$ cat src/hdl/fllp_pkg.sv
`timescale 1ns / 1ps
`default_nettype none

package fllp_pkg;

    // Longest line accepted; longer lines get the too-long verdict
    localparam int MAX_LINE   = 1024;
    localparam int POS_W      = $clog2(MAX_LINE + 2);
    localparam int MIN_LINE   = 51;
    localparam int PREFIX_LEN = 13;
    localparam int HASH_DIGITS = 32;

    localparam logic [7:0] CH_BAR   = 8'h7c;
    localparam logic [7:0] CH_SLASH = 8'h2f;

    localparam logic [32:0] SIZE_SAT = 33'h1_0000_0000;

    localparam logic [3:0] ERR_OK        = 4'd0;
    localparam logic [3:0] ERR_SHORT     = 4'd1;
    localparam logic [3:0] ERR_PREFIX    = 4'd2;
    localparam logic [3:0] ERR_SUFFIX    = 4'd3;
    localparam logic [3:0] ERR_SEPARATOR = 4'd4;
    localparam logic [3:0] ERR_SIZE_TEXT = 4'd5;
    localparam logic [3:0] ERR_EMPTY     = 4'd6;
    localparam logic [3:0] ERR_RANGE     = 4'd7;
    localparam logic [3:0] ERR_HASH      = 4'd8;
    localparam logic [3:0] ERR_TOO_LONG  = 4'd9;

    typedef enum logic [4:0] {
        PH_PREFIX = 5'b00001,
        PH_NAME   = 5'b00010,
        PH_SIZE   = 5'b00100,
        PH_HASH   = 5'b01000,
        PH_CLOSED = 5'b10000
    } t_phase;

    // Line state as it stands after the last character
    typedef struct packed {
        logic [POS_W-1:0] len;
        logic             prefix_bad;
        logic             size_text_bad;
        logic             tail_ok;
        t_phase           phase;
        logic             bar_after_size;
        logic [10:0]      name_count;
        logic [32:0]      size_acc;
        logic [5:0]       hash_count;
        logic             hash_bad;
        logic [127:0]     hash;
    } t_snap;

    function automatic logic [7:0] prefix_char(input logic [3:0] idx);
        logic [7:0] ch;
        case (idx)
            4'd0:    ch = 8'h65; // e
            4'd1:    ch = 8'h64; // d
            4'd2:    ch = 8'h32; // 2
            4'd3:    ch = 8'h6b; // k
            4'd4:    ch = 8'h3a; // :
            4'd5:    ch = 8'h2f; // /
            4'd6:    ch = 8'h2f; // /
            4'd7:    ch = 8'h7c; // |
            4'd8:    ch = 8'h66; // f
            4'd9:    ch = 8'h69; // i
            4'd10:   ch = 8'h6c; // l
            4'd11:   ch = 8'h65; // e
            4'd12:   ch = 8'h7c; // |
            default: ch = 8'h00;
        endcase
        return ch;
    endfunction

    function automatic logic is_digit(input logic [7:0] c);
        return (c >= 8'h30) && (c <= 8'h39);
    endfunction

    function automatic logic is_hex_letter(input logic [7:0] c);
        return ((c >= 8'h61) && (c <= 8'h66)) || ((c >= 8'h41) && (c <= 8'h46));
    endfunction

    function automatic logic is_blank(input logic [7:0] c);
        return (c == 8'h20) || ((c >= 8'h09) && (c <= 8'h0d));
    endfunction

endpackage

`default_nettype wire

$ cat src/hdl/fllp_scan.sv
`timescale 1ns / 1ps
`default_nettype none

module fllp_scan import fllp_pkg::*; (
    input  wire logic       i_clk,
    input  wire logic       i_rst_n,
    input  wire logic       i_accept,
    input  wire logic [7:0] i_text_char,
    input  wire logic       i_is_last,
    output t_snap           o_snap
);

    logic [POS_W-1:0] r_pos, n_pos;
    t_phase           r_phase, n_phase;
    logic             r_prefix_bad, n_prefix_bad;
    logic             r_size_text_bad, n_size_text_bad;
    logic [10:0]      r_name_count, n_name_count;
    logic [32:0]      r_size_acc, n_size_acc;
    logic             r_digit_seen, n_digit_seen;
    logic             r_stopped, n_stopped;
    logic [127:0]     r_hash, n_hash;
    logic [5:0]       r_hash_count, n_hash_count;
    logic             r_hash_bad, n_hash_bad;
    logic             r_bar, n_bar;
    logic [7:0]       r_prev, n_prev;

    logic [36:0]      w_acc_mul;
    logic [3:0]       w_nibble;

    assign w_acc_mul = ({4'd0, r_size_acc} << 3) + ({4'd0, r_size_acc} << 1)
                     + {33'd0, i_text_char[3:0]};
    assign w_nibble  = is_digit(i_text_char) ? i_text_char[3:0]
                                             : i_text_char[3:0] + 4'd9;

    always_comb begin
        n_pos           = r_pos;
        n_phase         = r_phase;
        n_prefix_bad    = r_prefix_bad;
        n_size_text_bad = r_size_text_bad;
        n_name_count    = r_name_count;
        n_size_acc      = r_size_acc;
        n_digit_seen    = r_digit_seen;
        n_stopped       = r_stopped;
        n_hash          = r_hash;
        n_hash_count    = r_hash_count;
        n_hash_bad      = r_hash_bad;
        n_bar           = r_bar;
        n_prev          = r_prev;
        if (i_accept) begin
            if (r_pos < POS_W'(MAX_LINE + 1)) begin
                n_pos = r_pos + 1'b1;
            end
            n_prev = i_text_char;
            case (r_phase)
                PH_HASH, PH_CLOSED: begin
                    if (r_hash_count < 6'(HASH_DIGITS)) begin
                        if (is_digit(i_text_char) || is_hex_letter(i_text_char)) begin
                            n_hash = {r_hash[123:0], w_nibble};
                        end else begin
                            n_hash_bad = 1'b1;
                        end
                        n_hash_count = r_hash_count + 1'b1;
                    end
                    if (r_phase == PH_HASH && i_text_char == CH_BAR) begin
                        n_bar   = 1'b1;
                        n_phase = PH_CLOSED;
                    end
                end
                PH_SIZE: begin
                    if (i_text_char == CH_BAR) begin
                        if (!r_digit_seen && !r_prefix_bad) begin
                            n_size_text_bad = 1'b1;
                        end
                        n_phase = PH_HASH;
                    end else if (!r_stopped) begin
                        if (is_digit(i_text_char)) begin
                            // saturate one past the 32-bit range
                            n_size_acc   = (w_acc_mul > {4'd0, SIZE_SAT}) ? SIZE_SAT
                                                                         : w_acc_mul[32:0];
                            n_digit_seen = 1'b1;
                        end else if (r_digit_seen || !is_blank(i_text_char)) begin
                            n_stopped = 1'b1;
                        end
                    end
                end
                PH_NAME: begin
                    if (i_text_char == CH_BAR) begin
                        n_phase = PH_SIZE;
                    end else if (r_name_count != 11'h7ff) begin
                        n_name_count = r_name_count + 1'b1;
                    end
                end
                default: begin
                    if (r_pos < POS_W'(PREFIX_LEN)
                        && i_text_char != prefix_char(r_pos[3:0])) begin
                        n_prefix_bad = 1'b1;
                    end
                    if (r_pos >= POS_W'(PREFIX_LEN - 1)) begin
                        n_phase = PH_NAME;
                    end
                end
            endcase
        end
    end

    always_comb begin
        o_snap.len            = n_pos;
        o_snap.prefix_bad     = n_prefix_bad;
        o_snap.size_text_bad  = n_size_text_bad;
        o_snap.tail_ok        = (r_prev == CH_BAR) && (i_text_char == CH_SLASH);
        o_snap.phase          = n_phase;
        o_snap.bar_after_size = n_bar;
        o_snap.name_count     = n_name_count;
        o_snap.size_acc       = n_size_acc;
        o_snap.hash_count     = n_hash_count;
        o_snap.hash_bad       = n_hash_bad;
        o_snap.hash           = n_hash;
    end

    always_ff @(posedge i_clk) begin
        // clear the line state after the last character
        if (!i_rst_n || (i_accept && i_is_last)) begin
            r_pos           <= '0;
            r_phase         <= PH_PREFIX;
            r_prefix_bad    <= 1'b0;
            r_size_text_bad <= 1'b0;
            r_name_count    <= '0;
            r_size_acc      <= '0;
            r_digit_seen    <= 1'b0;
            r_stopped       <= 1'b0;
            r_hash          <= '0;
            r_hash_count    <= '0;
            r_hash_bad      <= 1'b0;
            r_bar           <= 1'b0;
            r_prev          <= '0;
        end else begin
            r_pos           <= n_pos;
            r_phase         <= n_phase;
            r_prefix_bad    <= n_prefix_bad;
            r_size_text_bad <= n_size_text_bad;
            r_name_count    <= n_name_count;
            r_size_acc      <= n_size_acc;
            r_digit_seen    <= n_digit_seen;
            r_stopped       <= n_stopped;
            r_hash          <= n_hash;
            r_hash_count    <= n_hash_count;
            r_hash_bad      <= n_hash_bad;
            r_bar           <= n_bar;
            r_prev          <= n_prev;
        end
    end

endmodule

`default_nettype wire

$ cat src/hdl/file_link_line_parser_top.sv
// Pipeline: the last character of a line is captured in the line state snapshot,
//   then the snapshot moves into the verdict register once the output is free.
// Throughput: one character per cycle; set by the per-character state update.
//   The input stalls only while a snapshot waits behind an untaken verdict.
// Reset: synchronous, active low; clears the line state and the pipeline
//   valids and sets size_limit to 0xFFFFFFFF. No clearing pass is needed.
`timescale 1ns / 1ps
`default_nettype none

module file_link_line_parser_top import fllp_pkg::*; (
    input  wire logic         i_clk,
    input  wire logic         i_rst_n,
    input  wire logic         i_valid,
    output logic              o_ready,
    input  wire logic [7:0]   i_text_char,
    input  wire logic         i_is_last,
    input  wire logic         i_cfg_valid,
    output logic              o_cfg_ready,
    input  wire logic [31:0]  i_cfg_size_limit,
    output logic              o_valid,
    input  wire logic         i_ready,
    output logic [3:0]        o_error_code,
    output logic [10:0]       o_name_length,
    output logic [31:0]       o_file_size,
    output logic [63:0]       o_hash_high,
    output logic [63:0]       o_hash_low
);

    logic [31:0]  r_limit;
    t_snap        w_snap;
    t_snap        r_snap;
    logic         r_snap_valid;
    logic         r_out_valid;
    logic         w_out_free;
    logic         w_accept;
    logic [3:0]   w_err;
    logic         w_range_bad;
    logic [3:0]   r_err;
    logic [10:0]  r_name_len;
    logic [31:0]  r_size;
    logic [127:0] r_hash;

    assign o_cfg_ready = 1'b1;

    assign w_out_free = !r_out_valid || i_ready;
    assign o_ready    = !r_snap_valid || w_out_free;
    assign w_accept   = i_valid && o_ready;

    fllp_scan u_scan (
        .i_clk       (i_clk),
        .i_rst_n     (i_rst_n),
        .i_accept    (w_accept),
        .i_text_char (i_text_char),
        .i_is_last   (i_is_last),
        .o_snap      (w_snap)
    );

    always_ff @(posedge i_clk) begin
        if (!i_rst_n) begin
            r_limit <= 32'hffff_ffff;
        end else if (i_cfg_valid && o_cfg_ready) begin
            r_limit <= i_cfg_size_limit;
        end
    end

    assign w_range_bad = (r_snap.size_acc == 33'd0)
                      || (r_snap.size_acc > {1'b0, r_limit});

    always_comb begin
        if (r_snap.len > POS_W'(MAX_LINE)) begin
            w_err = ERR_TOO_LONG;
        end else if (r_snap.len < POS_W'(MIN_LINE)) begin
            w_err = ERR_SHORT;
        end else if (r_snap.prefix_bad) begin
            w_err = ERR_PREFIX;
        end else if (!r_snap.tail_ok) begin
            w_err = ERR_SUFFIX;
        end else if (r_snap.phase == PH_PREFIX || r_snap.phase == PH_NAME
                     || r_snap.phase == PH_SIZE) begin
            w_err = ERR_SEPARATOR;
        end else if (r_snap.size_text_bad) begin
            w_err = ERR_SIZE_TEXT;
        end else if (!r_snap.bar_after_size) begin
            w_err = ERR_SEPARATOR;
        end else if (r_snap.name_count == 11'd0) begin
            w_err = ERR_EMPTY;
        end else if (w_range_bad) begin
            w_err = ERR_RANGE;
        end else if (r_snap.hash_count != 6'(HASH_DIGITS) || r_snap.hash_bad) begin
            w_err = ERR_HASH;
        end else begin
            w_err = ERR_OK;
        end
    end

    always_ff @(posedge i_clk) begin
        if (!i_rst_n) begin
            r_snap_valid <= 1'b0;
            r_out_valid  <= 1'b0;
        end else begin
            if (w_accept && i_is_last) begin
                r_snap_valid <= 1'b1;
            end else if (w_out_free) begin
                r_snap_valid <= 1'b0;
            end
            if (w_out_free) begin
                r_out_valid <= r_snap_valid;
            end
        end
    end

    always_ff @(posedge i_clk) begin
        if (w_accept && i_is_last) begin
            r_snap <= w_snap;
        end
        // advance the snapshot into the verdict register
        if (w_out_free && r_snap_valid) begin
            r_err      <= w_err;
            r_name_len <= r_snap.name_count;
            r_size     <= (w_err == ERR_OK) ? r_snap.size_acc[31:0] : 32'd0;
            r_hash     <= (w_err == ERR_OK) ? r_snap.hash : 128'd0;
        end
    end

    assign o_valid       = r_out_valid;
    assign o_error_code  = r_err;
    assign o_name_length = r_name_len;
    assign o_file_size   = r_size;
    assign o_hash_high   = r_hash[127:64];
    assign o_hash_low    = r_hash[63:0];

endmodule

`default_nettype wire
$ cat config.mk
export PLATFORM = sky130hd
export DESIGN_NAME = file_link_line_parser_top
export DESIGN_NICKNAME = d
export VERILOG_FILES = /design/src/hdl/fllp_pkg.sv /design/src/hdl/fllp_scan.sv /design/src/hdl/file_link_line_parser_top.sv
export SDC_FILE = /design/constraint.sdc
export NUM_CORES = 1
export LEC_CHECK = 0
export BUFFER_PORTS_ARGS = -buffer_cell sky130_fd_sc_hd__buf_2
export CAP_MARGIN = 20
export CORE_MARGIN = 4
export CORE_UTILIZATION = 64
export DETAILED_ROUTE_END_ITERATION = 8
export PLACE_DENSITY = 0.86
export SLEW_MARGIN = 40
export SYNTH_ARGS = -nofsm -noshare
export SYNTH_HDL_FRONTEND = slang
export SYNTH_SLANG_ARGS = --single-unit
$ cat constraint.sdc
create_clock -name i_clk -period 30.5 [get_ports i_clk]
set_input_delay 6.1 -clock i_clk [delete_from_list [all_inputs] [get_ports i_clk]]
set_output_delay 6.1 -clock i_clk [all_outputs]
set_load 0.02 [all_outputs]
==> impl_metrics.json, run 1 <==
{
  "outcome": "complete, no violations",
  "rows": 73,
  "cts_htree_levels": 2,
  "crit_chain": "buf_2 -> nand3b_1 -> buf_2",
  "rsz0062_at_grt": "false",
  "place_ws_ns": 17.80,
  "grt_max_degree": 129,
  "final.fill_count": 2446,
  "endpoint_kind": "output port",
  "avgRoutedWirePerCell_um": 19.75,
  "synth.distinct_cells": 75,
  "synth_edf_count": 374,
  "start_util_pct": 65.46,
  "path_clk_slew_ns": 0.06,
  "cts.sink_count": 623,
  "drt-pass1-iter-count": 5,
  "setup_tns_ns": 0,
  "num_vias": 16972,
  "clk_latency_ns": 0.62,
  "grtUsageTotal_pct": 25.26,
  "drtIter0Drc": 1434,
  "cp-start-kind": "input pin",
  "wl_mm": 56.83,
  "path_common_cell": "buf_2",
  "drv_slew": 0,
  "synthArstFlopShare_pct": 0,
  "drive_gt1_share_pct": 20.49,
  "fin_ws_ns": 17.80,
  "synth_ff_type": "edfxtp_1",
  "synth_seq_area_share_pct": 61.78,
  "cts_resized": 0,
  "via_per_inst": 5.899,
  "fin_skew_ns": 0.01446,
  "synth_nets": 2263,
  "cp.arrival_ns": 6.60,
  "overflow": 0,
  "nets": 2461,
  "grt_pass1_wl_mm": 90.49,
  "fp.dieH_um": 210.5,
  "synth.avg_cell_area_sq_um": 12.47,
  "synth_seq_cells": 623,
  "gp_congestion": 0.9215,
  "crit_type": "in -> out",
  "post-dp-hpwl_mm": 36.48,
  "core_area_sq_um": 40100,
  "holdWs_ns": 0.4504,
  "cp.required_ns": 24.40,
  "period_share_pct": 41.64,
  "numCtsBuffers": 58,
  "finalPower_mw": 1.737,
  "cpMaxStageDelayCell": "nand3b_1",
  "path_max_fanout": 4,
  "antenna_left": 0,
  "max-vdd-ir-drop_mv": 0.04531,
  "setup_viol_count_final": 0,
  "diodes": 0,
  "grt_pass1_vias": 16905,
  "tightestPinTransition_ns": 0.8022,
  "postCtsHoldBufs": 0,
  "leakage_nw": 12.47,
  "power_density_nw_per_um2": 58.12,
  "drc": 0,
  "syn_to_final_growth_pct": 13.87,
  "fin_util_pct": 74.53,
  "min_period_ns": 12.70,
  "relSlewSlack_pct": 46.07,
  "io_pins": 224,
  "critical-path-max-stage-delay_ns": 0.20,
  "cts_buffer_depth": 3,
  "cts_root_buf": "clkbuf_16",
  "ys_warn_count": 0,
  "syn_inst": 2104,
  "fmax_mhz": 78.75,
  "hold_class": "reg -> reg",
  "cap_viol_max_count": 0,
  "port_buffers": 222,
  "hold_viol": 0,
  "die_w_um": 210.5,
  "synth_area_sq_um": 26250,
  "post_cts_buffers": 0,
  "die_area_sq_um": 44310,
  "tritoncts": "built",
  "antenna_found_initial": 1
}
==> critical path, delay by kind of cell <==
kind / cells / cell delay (ns)
buf+inv: 2 / 0.29
simple gates: 1 / 0.20
==> metal layers <==
layer | part of all wire [%] | vias to the layer above | GRT usage (%)
li1 | - | 7916 | -
met5 | 0 | - | 0
met1 | 40 | 8280 | 33.12
met3 | 6.2 | 130 | 3.364
met4 | 3.4 | 0 | 8.764
met2 | 50 | 646 | 43.79
==> final timing paths <==
check / depth (start not counted) / slack, ns / endpoint / start
max: 3 / 17.80 / o_ready / i_ready
max reg2reg: 14 / 25.91 / r_snap[167] / u_scan.r_size_acc[2]
min: 0 / 0.45 / o_name_length[3] / r_snap[171]
min reg2reg: 0 / 0.45 / o_name_length[3] / r_snap[171]
==> synth_stat cells, types with 7 or more instances <==
library cell	n	area share [%]
o211ai_1	37	1.1
xor2_1	30	1.0
nand2_1	191	2.7
buf_2	12	0.23
nand2b_1	9	0.21
a21oi_1	70	1.3
xnor2_1	27	0.90
edfxtp_1	374	43
a21o_1	24	0.69
and2_1	325	7.7
nand4_1	20	0.48
nand3_1	21	0.40
clkbuf_1	73	1.0
a211oi_1	7	0.20
nor3_1	15	0.29
o21ai_1	31	0.59
a32o_1	22	0.84
nor4_1	23	0.55
ha_1	111	5.3
mux2_2	118	5.1
and3_1	11	0.26
inv_1	63	0.90
mux2_1	10	0.43
nor2_1	60	0.86
o31ai_2	11	0.52
o21a_1	7	0.20
buf_1	7	0.10
o21ai_0	41	0.78
dfxtp_1	249	19
==> sequential cells by signal (all words and copies together) (netlist names), 4 cells and up, named ones only <==
signal	cells
o_error_code	4
o_file_size	32
o_name_length	11
r_hash	128
r_limit	32
r_snap	199
u_scan.r_hash	128
u_scan.r_hash_count	6
u_scan.r_name_count	11
u_scan.r_phase	5
u_scan.r_pos	11
u_scan.r_prev	8
u_scan.r_size_acc	33
==> area by class of cell <==
cell class              instances  area, sq um  share of cell area, %
flip-flops and latches        623        16220                  54.26
multi-input cells            1320         9393                  31.43
clock buffers                  85         1759                  5.886
repair buffers                236         1287                  4.308
well taps                     525        656.9                  2.198
clock inverters                25        325.3                  1.089
inverters                      63        249.0                 0.8331
==> where the power goes <==
part | total [mW] | internal, mW | leakage, nW | switching, mW
combinational | 0.0592 | 0.0166 | 5.72 | 0.0426
sequential | 0.909 | 0.903 | 5.72 | 0.00583
clock | 0.769 | 0.460 | 1.03 | 0.309
==> logic make-up (layout without fill, tap and decap cells) <==
kind of cell,Yosys count,after routing,share of synthesized area (%)
xor gates and xnor gates,58,58,1.964
buffers and inverters,161,409,2.517
DFF,623,623,61.78
muxes,132,132,5.644
and+or+nand+nor,712,712,14.70
other,1,1,0.01429
adders and majority gates,113,113,5.444
AOI/OAI and AO/OA,304,304,7.937
==> stage by stage <==
stage	instances	area [sq um]
2_1_floorplan	2104	26250
3_5_place_dp	2766	27780
5_1_grt	2877	29890
6_report	2877	29890
3_3_place_gp	2764	27710
4_1_cts	2876	29860
==> placed cells by master, fill, tap and decap left out, types with 23 or more instances in the layout <==
cell         n
edfxtp_1   374
and2_1     323
dfxtp_1    249
buf_2      221
nand2_1    191
mux2_2     118
ha_1       111
a21oi_1     70
clkbuf_16   63
inv_1       62
nor2_1      60
o21ai_0     41
o211ai_1    37
o21ai_1     31
xor2_1      30
xnor2_1     27
a21o_1      24
nor4_1      23
Power figures use the tool's default switching activity.
==> run 2: changes to the inputs <==
--- a/config.mk
+++ b/config.mk
@@ -8,9 +8,9 @@
 export BUFFER_PORTS_ARGS = -buffer_cell sky130_fd_sc_hd__buf_2
 export CAP_MARGIN = 20
 export CORE_MARGIN = 4
-export CORE_UTILIZATION = 64
+export CORE_UTILIZATION = 54
 export DETAILED_ROUTE_END_ITERATION = 8
-export PLACE_DENSITY = 0.86
+export PLACE_DENSITY = 0.77
 export SLEW_MARGIN = 40
 export SYNTH_ARGS = -nofsm -noshare
 export SYNTH_HDL_FRONTEND = slang
==> constraint.sdc (replaced) <==
create_clock -name i_clk -period 11.6 [get_ports i_clk]
set_input_delay 2.32 -clock i_clk [delete_from_list [all_inputs] [get_ports i_clk]]
set_output_delay 2.32 -clock i_clk [all_outputs]
set_load 0.02 [all_outputs]
==> run 2 against run 1 <==
Net effect: first-iteration DRC count shrank 27%; sequential power grew to 2.6 times the previous value; total power grew to 2.6 times the previous value; sequential share of layout area shrank 0.054 points; critical path type is now in -> reg; largest power group unchanged; highest routed layer unchanged.
==> impl_metrics.json, run 2 (synthesis results as in run 1) <==
{
  "cp-start-kind": "input pin",
  "die_w_um": 228.5,
  "power_density_nw_per_um2": 149.6,
  "clk_latency_ns": 0.62,
  "r2r_end": "o_file_size[29]",
  "reg2reg_depth": 11,
  "place_ws_ns": 5.441,
  "holdWs_ns": 0.4494,
  "diodes": 0,
  "nets": 2462,
  "avgRoutedWirePerCell_um": 18.41,
  "rows": 80,
  "outcome": "complete, no violations",
  "hold_class": "reg -> reg",
  "wl_mm": 54.67,
  "cts.sink_count": 623,
  "setup_tns_ns": 0,
  "path_max_fanout": 39,
  "tightestPinTransition_ns": 0.8169,
  "fin_ws_ns": 6.034,
  "path_clk_slew_ns": 0.06,
  "antenna_left": 0,
  "final.fill_count": 3646,
  "grt_max_degree": 143,
  "cts_root_buf": "clkbuf_16",
  "setup_viol_count_final": 0,
  "via_per_inst": 5.507,
  "drc": 0,
  "fmax_mhz": 179.7,
  "grt_pass1_vias": 16590,
  "r2r_start": "r_snap[137]",
  "cap_viol_max_count": 0,
  "rsz0062_at_grt": "false",
  "num_vias": 16357,
  "cp.arrival_ns": 5.90,
  "post_cts_buffers": 0,
  "grtUsageTotal_pct": 20.56,
  "antenna_found_initial": 1,
  "fin_util_pct": 62.53,
  "endpoint_kind": "register",
  "tritoncts": "built",
  "cts_resized": 0,
  "period_share_pct": 47.98,
  "post-dp-hpwl_mm": 37.19,
  "relSlewSlack_pct": 45.54,
  "drt-pass1-iter-count": 5,
  "drive_gt1_share_pct": 20.59,
  "cts_buffer_depth": 3,
  "fp.dieH_um": 228.5,
  "io_pins": 224,
  "die_area_sq_um": 52200,
  "multi_input_area_sq_um": 9407,
  "top_register": "r_snap",
  "core_area_sq_um": 47850,
  "crit_type": "in -> reg",
  "largest_reg_flops": 199,
  "gp_congestion": 0.8686,
  "layout_commonest_cell": "edfxtp_1",
  "drtIter0Drc": 1052,
  "cts_htree_levels": 2,
  "leakage_nw": 12.40,
  "reg.largest.list": "r_snap: 199 flops, r_hash: 128 flops, u_scan.r_hash: 128 flops",
  "reg2reg_slack_ns": 7.55,
  "cp.required_ns": 11.93,
  "min_period_ns": 5.566,
  "hp-start": "r_snap[173]",
  "max-vdd-ir-drop_mv": 0.1096,
  "hold_depth": 0,
  "overflow": 0,
  "hold_end": "o_name_length[5]",
  "numCtsBuffers": 60,
  "start_util_pct": 54.86,
  "hold_viol": 0,
  "syn_to_final_growth_pct": 13.98,
  "seqCellArea_sq_um": 16220,
  "grt_pass1_wl_mm": 87.69,
  "drv_slew": 0,
  "port_buffers": 222,
  "fin_skew_ns": 0.02157,
  "layout_common_cells": "edfxtp_1, and2_1, dfxtp_1",
  "postCtsHoldBufs": 0
}
## run 2: cell count changes in the layout (fill, tap and decap cells not counted), sizes merged
| cell | before | now |
|---|---|---|
| inv | 64 | 70 |
| clkbuf | 85 | 84 |
| buf | 236 | 235 |
| clkinvlp | 0 | 5 |
| clkinv | 17 | 15 |
| bufinv | 7 | 3 |
## run 2: worst max-delay path by stage
| stage | slack (ns) | end | startpoint |
|---|---|---|---|
| after detailed placement | 5.44 | r_snap[162] | i_text_char[3] |
| after floorplan | 0.80 | o_error_code[0] | i_ready |
| after global placement | 5.54 | r_snap[167] | i_text_char[3] |
| after global routing | 5.77 | r_snap[167] | i_text_char[3] |
| after CTS | 6.07 | r_snap[153] | i_text_char[3] |
| final | 6.03 | r_snap[153] | i_text_char[3] |
## run 2: metal layers
layer / global-route usage (%) / routed length, um / vias up
li1: - / - / 7939
met1: 27.41 / 23540 / 7904
met2: 34.50 / 26560 / 427
met3: 3.963 / 3164 / 87
met4: 6.008 / 1414 / 0
met5: 0 / 0 / -
## run 2: layout make-up
class | instances | share of cell area [%]
inverters | 63 | 0.8323
flip-flops and latches | 623 | 54.20
repair buffers | 235 | 4.262
clock buffers | 84 | 5.730
multi-input cells | 1320 | 31.44
well taps | 615 | 2.572
clock inverters | 30 | 0.9578
## run 2: critical path, stage by stage
cell,delay (ns)
buf_2,0.16
inv_1,0.12
fa_1,0.55
inv_1,0.07
ha_1,0.31
a21oi_1,0.16
o22ai_1,0.12
a311o_1,0.45
a311oi_2,0.48
o21bai_1,0.17
a21oi_2,0.16
xor2_1,0.07
nand4_1,0.12
buf_4,0.43
o21ai_1,0.16
## run 2: where the power goes
part	switching, mW	internal, mW	total, mW
clock	0.823	1.11	1.93
combinational	0.112	0.0438	0.156
sequential	0.0148	2.38	2.39
total	0.950	3.53	4.48
## run 2: metrics by stage
stage               cells  instance area [sq um]  total power [mW]
floorplan            2104                  26250             2.541
global placement     2854                  27830             2.587
detailed placement   2855                  27880             2.594
CTS                  2969                  29880             4.519
global route         2970                  29920             4.639
finish               2970                  29920             4.477
